### src/design/stpf_ram.sv
// Generic single-write, single-read RAM with registered read data.
module stpf_ram #(
    parameter int WIDTH = 8,
    parameter int DEPTH = 16
) (
    input  logic                     clk,
    input  logic                     we,
    input  logic [$clog2(DEPTH)-1:0] waddr,
    input  logic [WIDTH-1:0]         wdata,
    input  logic                     re,
    input  logic [$clog2(DEPTH)-1:0] raddr,
    output logic [WIDTH-1:0]         rdata
);

    logic [WIDTH-1:0] mem [DEPTH];
    logic [WIDTH-1:0] rdata_reg;

    always_ff @(posedge clk)
    begin
        if (we)
        begin
            mem[waddr] <= wdata;
        end
        if (re)
        begin
            rdata_reg <= mem[raddr];
        end
    end

    assign rdata = rdata_reg;

endmodule

### config.mk
export PLATFORM = sky130hd
export DESIGN_NAME = stpf_ram
export DESIGN_NICKNAME = d
export VERILOG_FILES = /design/src/design/stpf_ram.sv
export SDC_FILE = /design/constraint.sdc
export NUM_CORES = 1
export LEC_CHECK = 0
export ABC_AREA = 1
export BUFFER_PORTS_ARGS = -buffer_cell sky130_fd_sc_hd__buf_2
export CAP_MARGIN = 20
export CORE_UTILIZATION = 38
export CTS_CLUSTER_SIZE = 8
export DETAILED_ROUTE_END_ITERATION = 12
export PLACE_DENSITY_LB_ADDON = 0.25
export SYNTH_ARGS = -nofsm -noshare
export SYNTH_HDL_FRONTEND = slang
export SYNTH_SLANG_ARGS = --single-unit
### constraint.sdc
create_clock -name clk -period 0.9 [get_ports clk]
set_input_delay 0.045 -clock clk [delete_from_list [all_inputs] [get_ports clk]]
set_output_delay 0.045 -clock clk [all_outputs]
set_load 0.005 [all_outputs]
==> implementation parameters, run 1 <==
Parameter                              Value

Pwr
  Switching share of total power    21.76%
  Part of the total power dissipated in sequential elements    47.6%
  Combinational fraction of design power    6.8%
  Internal cell power    11.81 mW
  Clk pwr share    45.6%
  Worst vdd ir    0.001308 V
  Pleak    3.085 nW
  Power Density    2093 nW/um^2
  Power dissipated by switching net loads    3.283 mW

Logic synthesis
  Leading cell type by number of instances after synthesis    sky130_fd_sc_hd__nand2_1
  Netlist area before placement    5847 um^2
  Number of enable flip-flop cells after synthesis    136
  Async S/R FF share, synth    0%
  Cell types with the highest counts after synthesis    sky130_fd_sc_hd__nand2_1, sky130_fd_sc_hd__edfxtp_1, sky130_fd_sc_hd__inv_1
  Post-Syn Instances    551
  Synth Net Count    570
  Top flip-flop cell by instance count after synthesis    sky130_fd_sc_hd__edfxtp_1
  Syn Area/Cell    10.61 um^2
  Sequential share of the synthesized area    69.85%
  Synth warn    0
  Portion of synthesized cell area occupied by the leading cell type    69.85%
  Most area-hungry cell type in the Yosys netlist    sky130_fd_sc_hd__edfxtp_1
  Top cells by area, synth    sky130_fd_sc_hd__edfxtp_1, sky130_fd_sc_hd__nand2_1, sky130_fd_sc_hd__nand3_1, sky130_fd_sc_hd__inv_1, sky130_fd_sc_hd__buf_6
  Count of distinct cell types in the synthesized netlist    11
  Synthesized flop and latch total    136

Route
  Vias    3885
  Average wire length per cell after detail routing    16.77 um
  Number of DRC markers after the initial detailed-route iteration    368
  Number of iterations in the first detailed-routing pass    7
  Detailed-route DRC error count    0
  Mean number of vias per cell    4.838
  Total wirelength of the detailed-routed design    13.46 mm
  Final ANT Viol Nets    0

Critical path
  Worst reg2reg setup slack    -0.20 ns
  Max FO, Critical Path    1
  Sort of element at the start of the critical path    register
  Worst path arrival time    1.28 ns
  Endpoint type of the worst setup path    register
  Most numerous cell on the critical path    sky130_fd_sc_hd__nand3_1
  Worst path required time    1.08 ns
  FF-to-FF End    rdata[1]$_DFFE_PP_
  Sequence of cells on the critical path    inv_1, nand2_1, nand3_1, nand3_1, nand3_1, nand2_2
  Critical R2R Launch    mem[11][1]$_DFFE_PP_
  Maximum single-stage delay on the critical path    0.35 ns
  Critical Path Slowest Stage Cell    sky130_fd_sc_hd__edfxtp_1
  Depth of the worst register-to-register path    6
  Startpoint-to-endpoint class of the critical path    reg2reg

Timing
  Final setup violation count    16
  Total negative slack for setup checks    -1.935 ns
  Minimum clock period    1.097 ns
  Fin Clk Skew    0.007695 ns
  Worst hold margin    0.04394 ns
  Share of the cycle needed by the critical path after routing    121.9%
  Final critical-path setup slack    -0.1970 ns
  Transition at the pin with the smallest max-transition slack    0.4088 ns
  Worst relative slew slack    72.72%
  Highest clock rate    911.6 MHz
  Final hold violations    0
  Setup repair after global routing missed its margin    true
  Number of max-slew violations in the final report    0

Global route
  Global routing usage on met1    23.37%
  Remaining global-route overflow    0
  Grt met2 use    29.51%
  GR Util met3    6.075%
  Overall routing resource usage    18.39%
  Number of global-route vias before repair    3940
  Number of antenna violations at the first check in global routing    0
  Largest net degree at the start of global routing    34
  First-pass GRT wire length    21.51 mm
  Most Used Layer, Global Route    met2

Final layout
  Largest register FFs    128
  Share of post-route cells with drive strength above 1    21.81%
  Number of standard cells in the final layout excluding fillers    803
  Layout Nets    625
  Antenna diode count    0
  Syn-to-layout area delta    23.33%

Status
  Violations in the final reports    negative setup slack
  Result of the run    finished, violations left

Floorplan
  Rows    44
  Floorplan Core Area    14750 um^2
  Ports placed on the boundary    27
  Area of the die    15890 um^2
  Y dimension of the die    126.0 um
  Die Wd    126.0 um
  Initial core utilization    39.63%

Placed design
  Setup Slack @ Placement    -0.4072 ns
  Final GP Congestion    0.7723
  Number of cells after detailed placement    770
  Quantity of I/O buffers inserted on ports    26
  Sum of net half-perimeters after detailed placement    8.509 mm

Hold path
  Hold endpoint    rdata[4]$_DFFE_PP_
  Cell depth of the worst hold path    3
  Worst hold path startpoint    raddr[3]
  Worst hold path class    in2reg

Clock network
  Total CTS buffers    17
  Insertion delay of the later-clocked pin in the worst-skew pair    0.42 ns
  # H-tree levels    4
  Clock-pin slew on the worst setup and hold paths    0.06 ns
  Total number of clock tree sinks    136
  CTS tree    yes
  Number of buffers between clock root and the deepest sink    2
  CTS root buf    sky130_fd_sc_hd__clkbuf_16

Run
  Reported max-cap violation count    0
## through the flow
stage          utilization, %  power (mW)  instance area [um^2]
5_1_grt                 48.87       15.58                  7211
2_1_floorplan               -       7.809                  5862
3_3_place_gp            43.66       8.249                  6441
4_1_cts                 48.53       15.14                  7161
6_report                48.87       15.09                  7211
3_5_place_dp            43.66       8.265                  6441
## metal layers
layer | share of wire (%) | vias to the layer above
li1 | - | 1889
met1 | 45 | 1880
met2 | 48 | 100
met3 | 5.4 | 16
met4 | 1.3 | 0
met5 | 0 | -
## layout by cell type (no fill, tap or decap)
master,count
sky130_fd_sc_hd__nand2_1,167
sky130_fd_sc_hd__edfxtp_1,136
sky130_fd_sc_hd__inv_1,98
sky130_fd_sc_hd__nand3_1,67
sky130_fd_sc_hd__nand3_2,29
sky130_fd_sc_hd__buf_2,26
sky130_fd_sc_hd__buf_4,22
sky130_fd_sc_hd__clkbuf_16,17
sky130_fd_sc_hd__nor2_1,11
sky130_fd_sc_hd__buf_12,11
sky130_fd_sc_hd__nand2_2,6
sky130_fd_sc_hd__nor2_2,6
sky130_fd_sc_hd__clkinv_2,5
sky130_fd_sc_hd__inv_2,4
sky130_fd_sc_hd__clkinvlp_4,4
sky130_fd_sc_hd__bufinv_16,3
sky130_fd_sc_hd__nand3b_1,2
sky130_fd_sc_hd__nand3_4,1
sky130_fd_sc_hd__clkbuf_1,1
sky130_fd_sc_hd__clkinv_1,1
sky130_fd_sc_hd__clkinv_4,1
sky130_fd_sc_hd__dlygate4sd3_1,1
## critical path, delay by kind of cell (launching register included)
kind / cells / cell delay (ns)
buf+inv: 1 / 0.06
flops: 1 / 0.35
simple gates: 5 / 0.45
## layout make-up
class | count | area (um^2)
fillers | 1334 | 7543
flip-flops and latches | 136 | 4084
multi-input cells | 289 | 1401
repair buffers | 60 | 525.5
clock buffers | 18 | 429.2
inverters | 102 | 382.9
well taps | 184 | 230.2
clock inverters | 14 | 157.7
## worst max path at each step
stage / start / endpoint / cells past startpoint
floorplan: waddr[2] / mem[10][0]$_DFFE_PP_ / 2
global placement: raddr[0] / rdata[3]$_DFFE_PP_ / 9
detailed placement: raddr[0] / rdata[3]$_DFFE_PP_ / 9
CTS: mem[3][1]$_DFFE_PP_ / rdata[1]$_DFFE_PP_ / 6
global route: mem[10][1]$_DFFE_PP_ / rdata[1]$_DFFE_PP_ / 6
finish: mem[11][1]$_DFFE_PP_ / rdata[1]$_DFFE_PP_ / 6
## power groups by stage
stage               Sequential, mW  Clock [mW]  Combinational [mW]
detailed placement            7.31           0               0.956
finish                        7.18        6.88                1.03
global route                  7.19        7.25                1.14
global placement              7.31           0               0.942
floorplan                     7.30           0               0.506
CTS                           7.18        6.95                1.02
## what timing repair did
action | CTS | global route
setup buffers | 0 | 0
hold endpoints to repair | 8 | 0
endpoints found under the setup margin | 16 | 16
gates resized for setup | 25 | 13
gates cloned | 0 | 0
hold buffers | 1 | 0
pin swaps | 19 | 8
## logic make-up after synthesis
family | count (synthesis) | share of synthesized area (%)
and+or+nand+nor | 289 | 20.76
DFF | 136 | 69.85
buffers and inverters | 126 | 9.394
(Power assumes the default switching activity.)
==> inputs of run 2 (changes only) <==
Settings changed: RECOVER_POWER set to 50.
==> run 2 against run 1 <==
  * Core utilization shrank 0.10 points
  * Maximum frequency shrank 0.15%
  * Critical path type unchanged
  * Wire length is essentially flat
  * Sequential power is essentially flat
  * The flow still finishes with violations (negative setup slack)
  * Critical endpoint unchanged
  * Power is essentially flat
  * Worst hold slack gained 0.0041 ns
  * Final area shrank 0.21%
  * Via count shrank 0.41%
  * Worst setup slack lost 0.0016 ns
==> implementation parameters, run 2 (same netlist as run 1, synthesis figures left out) <==
Parameter                              Value

Status
  Result of the run    finished, violations left
  Violations in the final reports    negative setup slack

Timing
  Worst relative slew slack    36.76%
  Final critical-path setup slack    -0.1986 ns
  Minimum clock period    1.099 ns
  Number of max-slew violations in the final report    0
  Highest clock rate    910.2 MHz
  Final hold violations    0
  Setup repair after global routing missed its margin    true
  Share of the cycle needed by the critical path after routing    122.1%
  Fin Clk Skew    0.008384 ns
  Transition at the pin with the smallest max-transition slack    0.9486 ns
  Final setup violation count    16

Route
  Mean number of vias per cell    4.818
  Vias    3869
  Average wire length per cell after detail routing    16.77 um
  Final ANT Viol Nets    0
  Detailed-route DRC error count    0
  Number of DRC markers after the initial detailed-route iteration    288
  Total wirelength of the detailed-routed design    13.47 mm
  Number of iterations in the first detailed-routing pass    7

Floorplan
  Ports placed on the boundary    27
  Floorplan Core Area    14750 um^2
  Y dimension of the die    126.0 um
  Die Wd    126.0 um
  Initial core utilization    39.63%
  Rows    44
  Area of the die    15890 um^2

Global route
  Number of antenna violations at the first check in global routing    0
  First-pass GRT wire length    21.51 mm
  Overall routing resource usage    18.39%
  Remaining global-route overflow    0
  Largest net degree at the start of global routing    34
  Number of global-route vias before repair    3940

Critical path
  Critical R2R Launch    mem[11][1]$_DFFE_PP_
  Top cell family by delay on the critical path    simple AND/OR/NAND/NOR gates
  Number of buffers and inverters on the critical path    1
  Logic depth of the worst path, buffers included    6
  Depth of the worst register-to-register path    6
  Most numerous cell on the critical path    sky130_fd_sc_hd__nand3_1
  Sort of element at the start of the critical path    register
  Worst path arrival time    1.28 ns
  Maximum single-stage delay on the critical path    0.35 ns
  Critical Path Slowest Stage Cell    sky130_fd_sc_hd__edfxtp_1
  Sequence of cells on the critical path    inv_1, nand2_1, nand3_1, nand3_1, nand3_1, nand2_2
  Worst reg2reg setup slack    -0.20 ns
  FF-to-FF End    rdata[1]$_DFFE_PP_
  Worst path required time    1.08 ns
  Endpoint type of the worst setup path    register
  Max FO, Critical Path    1
  Startpoint-to-endpoint class of the critical path    reg2reg

Clock network
  Insertion delay of the later-clocked pin in the worst-skew pair    0.42 ns
  Clock-pin slew on the worst setup and hold paths    0.06 ns
  CTS tree    yes
  Number of buffers between clock root and the deepest sink    2
  Total number of clock tree sinks    136
  # H-tree levels    4
  Total CTS buffers    17
  CTS root buf    sky130_fd_sc_hd__clkbuf_16

Pwr
  Pleak    3.056 nW
  Combinational fraction of design power    6.8%
  Post-route total power    15.09 mW
  Internal cell power    11.80 mW
  Power Density    2096 nW/um^2
  Power dissipated by switching net loads    3.282 mW
  Switching share of total power    21.76%
  Clk pwr share    45.6%
  Part of the total power dissipated in sequential elements    47.6%
  Worst vdd ir    0.001300 V

Final layout
  Leading cell types in the layout, fill and taps excluded    sky130_fd_sc_hd__nand2_1, sky130_fd_sc_hd__edfxtp_1, sky130_fd_sc_hd__inv_1, sky130_fd_sc_hd__nand3_1, sky130_fd_sc_hd__nand3_2
  Antenna diode count    0
  Syn-to-layout area delta    23.07%
  Most common library cell in the layout ignoring fill and taps    sky130_fd_sc_hd__nand2_1
  Share of post-route cells with drive strength above 1    20.19%
  Fin util    48.77%
  Layout Nets    625
  Largest register FFs    128

Hold path
  Worst hold path startpoint    raddr[3]
  Hold endpoint    rdata[4]$_DFFE_PP_
  Worst hold path class    in2reg
  Cell depth of the worst hold path    3

Placed design
  Sum of net half-perimeters after detailed placement    8.509 mm
  Setup Slack @ Placement    -0.4072 ns
  Quantity of I/O buffers inserted on ports    26
  Final GP Congestion    0.7723

Run
  Reported max-cap violation count    0
run 2: cell types whose count changed in the layout (fill, tap and decap cells not counted):
cell / delta
sky130_fd_sc_hd__clkbuf_1: +10
sky130_fd_sc_hd__buf_2: -9
sky130_fd_sc_hd__buf_4: -1
run 2: timing repair:
action                     CTS  global route
hold buffers                 1             0
setup endpoints to repair   16            16
gates resized for setup     25            13
buffers inserted             0             0
pin swaps                   19             8
hold endpoints to repair     8             0
run 2: power groups by stage:
| stage | Clock [mW] | Combinational [mW] | Sequential, mW |
|---|---|---|---|
| finish | 6.88 | 1.02 | 7.18 |
| global route | 7.25 | 1.13 | 7.19 |
| CTS | 6.95 | 1.02 | 7.18 |
| detailed placement | 0 | 0.956 | 7.31 |
| global placement | 0 | 0.942 | 7.31 |
| floorplan | 0 | 0.506 | 7.30 |
run 2: tightest hold or removal path, stage by stage:
cell and delay (ns):
sky130_fd_sc_hd__buf_2 0.13, sky130_fd_sc_hd__nand3_2 0.10, sky130_fd_sc_hd__nand2_1 0.07
run 2: routing by layer:
layer / part of all wire, % / vias up / routed length [um] / track usage [%]
met5: 0 / - / 0 / 0
met4: 1.1 / 0 / 147 / 6.308
met3: 6.3 / 14 / 844 / 6.075
met2: 48 / 107 / 6435 / 29.51
met1: 45 / 1859 / 6038 / 23.37
li1: - / 1889 / - / -
run 2: worst max path at each step:
stage / endpoint / start
floorplan: mem[10][0]$_DFFE_PP_ / waddr[2]
global placement: rdata[3]$_DFFE_PP_ / raddr[0]
detailed placement: rdata[3]$_DFFE_PP_ / raddr[0]
CTS: rdata[1]$_DFFE_PP_ / mem[3][1]$_DFFE_PP_
global route: rdata[1]$_DFFE_PP_ / mem[10][1]$_DFFE_PP_
finish: rdata[1]$_DFFE_PP_ / mem[11][1]$_DFFE_PP_
run 2: cell type report:
type	instances	area [um^2]
timing repair buffer	60	510.5
sequential	136	4084
multi-input combinational	289	1401
inverter	102	382.9
tap	184	230.2
clock buffer	18	429.2
fill	1344	7559
clock inverter	14	157.7
run 2: metrics by stage:
| step | cell area [um^2] | instances | setup TNS [ns] | hold WS [ns] |
|---|---|---|---|---|
| after floorplan | 5862 | 551 | -7.774 | 0.1439 |
| after global placement | 6441 | 770 | -18.05 | 0.4198 |
| after detailed placement | 6441 | 770 | -19.46 | 0.4221 |
| after CTS | 7161 | 803 | -2.044 | 0.04954 |
| after global routing | 7196 | 803 | -2.929 | 0.03531 |
| final | 7196 | 803 | -1.943 | 0.04803 |
==> inputs of run 3 (changes only) <==
Settings changed: CORE_ASPECT_RATIO set to 1.2.
==> run 3 against run 2 <==
  * The run still ends with negative setup slack left
  * Combinational power increased by 7%
  * Clock-buffer cell count increased by 2
  * Critical path depth unchanged
  * Worst setup slack improved by 0.016 ns
  * Largest cell class unchanged
  * Largest power group unchanged
==> implementation parameters, run 3 (same netlist as run 1, synthesis figures left out) <==
Parameter                              Value

Status
  Result of the run    finished, violations left
  Violations in the final reports    negative setup slack

Clock network
  Number of buffers between clock root and the deepest sink    2
  Total number of clock tree sinks    136
  CTS tree    yes
  Clock-pin slew on the worst setup and hold paths    0.06 ns
  Post-CTS Repair Setup Buffers    0
  # H-tree levels    4
  CTS root buf    sky130_fd_sc_hd__clkbuf_16
  Insertion delay of the later-clocked pin in the worst-skew pair    0.41 ns
  Total CTS buffers    17

Timing
  Number of max-slew violations in the final report    0
  Total negative slack for setup checks    -1.641 ns
  Transition at the pin with the smallest max-transition slack    1.018 ns
  Final setup violation count    16
  Fin Clk Skew    0.008665 ns
  Final critical-path setup slack    -0.1822 ns
  Worst relative slew slack    32.10%
  Share of the cycle needed by the critical path after routing    120.2%
  Highest clock rate    924.1 MHz
  Setup repair after global routing missed its margin    true
  Minimum clock period    1.082 ns
  Final hold violations    0

Pwr
  Post-route total power    14.43 mW
  Clk pwr share    42.7%
  Internal cell power    11.24 mW
  Power dissipated by switching net loads    3.193 mW
  Worst vdd ir    0.001281 V
  Part of the total power dissipated in sequential elements    49.7%
  Power Density    1969 nW/um^2
  Pleak    3.095 nW
  Combinational fraction of design power    7.6%
  Switching share of total power    22.12%

Route
  Number of DRC markers after the initial detailed-route iteration    279
  Average wire length per cell after detail routing    17.11 um
  Vias    3942
  Final ANT Viol Nets    0
  Detailed-route DRC error count    0
  Total wirelength of the detailed-routed design    14.13 mm
  Number of iterations in the first detailed-routing pass    5
  Mean number of vias per cell    4.772

Placed design
  Number of cells after detailed placement    793
  Final GP Congestion    0.8753
  Sum of net half-perimeters after detailed placement    9.119 mm
  Quantity of I/O buffers inserted on ports    26

Floorplan
  Initial core utilization    38.93%
  Ports placed on the boundary    27
  Floorplan Core Area    15020 um^2
  Die Wd    115.2 um
  Rows    49
  Area of the die    15890 um^2
  Y dimension of the die    137.9 um

Global route
  Number of antenna violations at the first check in global routing    0
  Number of global-route vias before repair    3882
  Overall routing resource usage    19.35%
  First-pass GRT wire length    21.82 mm
  Remaining global-route overflow    0
  Largest net degree at the start of global routing    43

Critical path
  Worst path arrival time    1.25 ns
  Startpoint-to-endpoint class of the critical path    reg2reg
  Max FO, Critical Path    1
  Depth of the worst register-to-register path    6
  Sort of element at the start of the critical path    register
  Worst path required time    1.07 ns
  Endpoint type of the worst setup path    register

Final layout
  Leading cell types in the layout, fill and taps excluded    sky130_fd_sc_hd__nand2_1, sky130_fd_sc_hd__edfxtp_1, sky130_fd_sc_hd__inv_1, sky130_fd_sc_hd__nand3_2, sky130_fd_sc_hd__nand3_1
  Antenna diode count    0
  Share of post-route cells with drive strength above 1    23.79%
  Largest register FFs    128
  Number of standard cells in the final layout excluding fillers    826
  Syn-to-layout area delta    25.40%
  Most common library cell in the layout ignoring fill and taps    sky130_fd_sc_hd__nand2_1
  Layout Nets    628

Hold path
  Worst hold path class    in2reg
  Cell depth of the worst hold path    3

Run
  Reported max-cap violation count    0
run 3: power by group through the flow:
stage | Clock [mW] | Sequential [mW] | Combinational, mW
after CTS | 6.26 | 7.17 | 1.05
after detailed placement | 0 | 7.30 | 0.980
after global routing | 6.55 | 7.19 | 1.20
after global placement | 0 | 7.30 | 0.968
final | 6.17 | 7.18 | 1.09
after floorplan | 0 | 7.30 | 0.506
run 3: area by class of cell:
type | count | area [um^2]
Inverter | 102 | 382.9
Timing Repair Buffer | 63 | 571.8
Sequential cell | 136 | 4084
Tap cell | 204 | 255.2
Clock buffer | 20 | 436.7
Clock inverter | 12 | 85.08
Fill cell | 1330 | 7689
Multi-Input combinational cell | 289 | 1516
run 3: final timing paths:
kind,startpoint,to,slack (ns)
setup / recovery,mem[6][5]$_DFFE_PP_,rdata[5]$_DFFE_PP_,-0.18
hold / removal,raddr[3],rdata[1]$_DFFE_PP_,0.04
setup reg to reg,mem[6][5]$_DFFE_PP_,rdata[5]$_DFFE_PP_,-0.18
hold reg to reg,mem[10][2]$_DFFE_PP_,rdata[2]$_DFFE_PP_,0.75
run 3: timing repair:
item                                    4_1_cts  5_1_grt
endpoints found under the setup margin       16       16
pin swaps                                    25       11
hold buffers                                  1        0
hold endpoints to repair                      8        0
resized for setup                            32       32
run 3: metrics by stage:
stage / instance area (um^2) / setup WS (ns) / hold WS [ns] / util [%]
6_report: 7332 / -0.1822 / 0.04392 / 48.81
5_1_grt: 7332 / -0.2427 / 0.04819 / 48.81
4_1_cts: 7208 / -0.1714 / 0.02779 / 47.99
3_5_place_dp: 6526 / -0.4120 / 0.4042 / 43.45
3_3_place_gp: 6526 / -0.3762 / 0.3909 / 43.45
2_1_floorplan: 5862 / -0.09583 / 0.1439 / -
run 3: critical path, cell delays in order (launching register included):
cell and delay [ns]:
sky130_fd_sc_hd__edfxtp_1 0.37, sky130_fd_sc_hd__inv_1 0.06, sky130_fd_sc_hd__nand2_1 0.06, sky130_fd_sc_hd__nand3_2 0.09, sky130_fd_sc_hd__nand3_2 0.10, sky130_fd_sc_hd__nand3_2 0.10
sky130_fd_sc_hd__nand2_1 0.07
run 3: per-layer routing:
| layer | GRT usage, % | vias to the layer above | wire (um) |
|---|---|---|---|
| met5 | 0 | - | 0 |
| met4 | 10.10 | 0 | 420 |
| li1 | - | 1895 | - |
| met3 | 3.671 | 30 | 775 |
| met1 | 24.34 | 1877 | 5928 |
| met2 | 31.83 | 140 | 7004 |
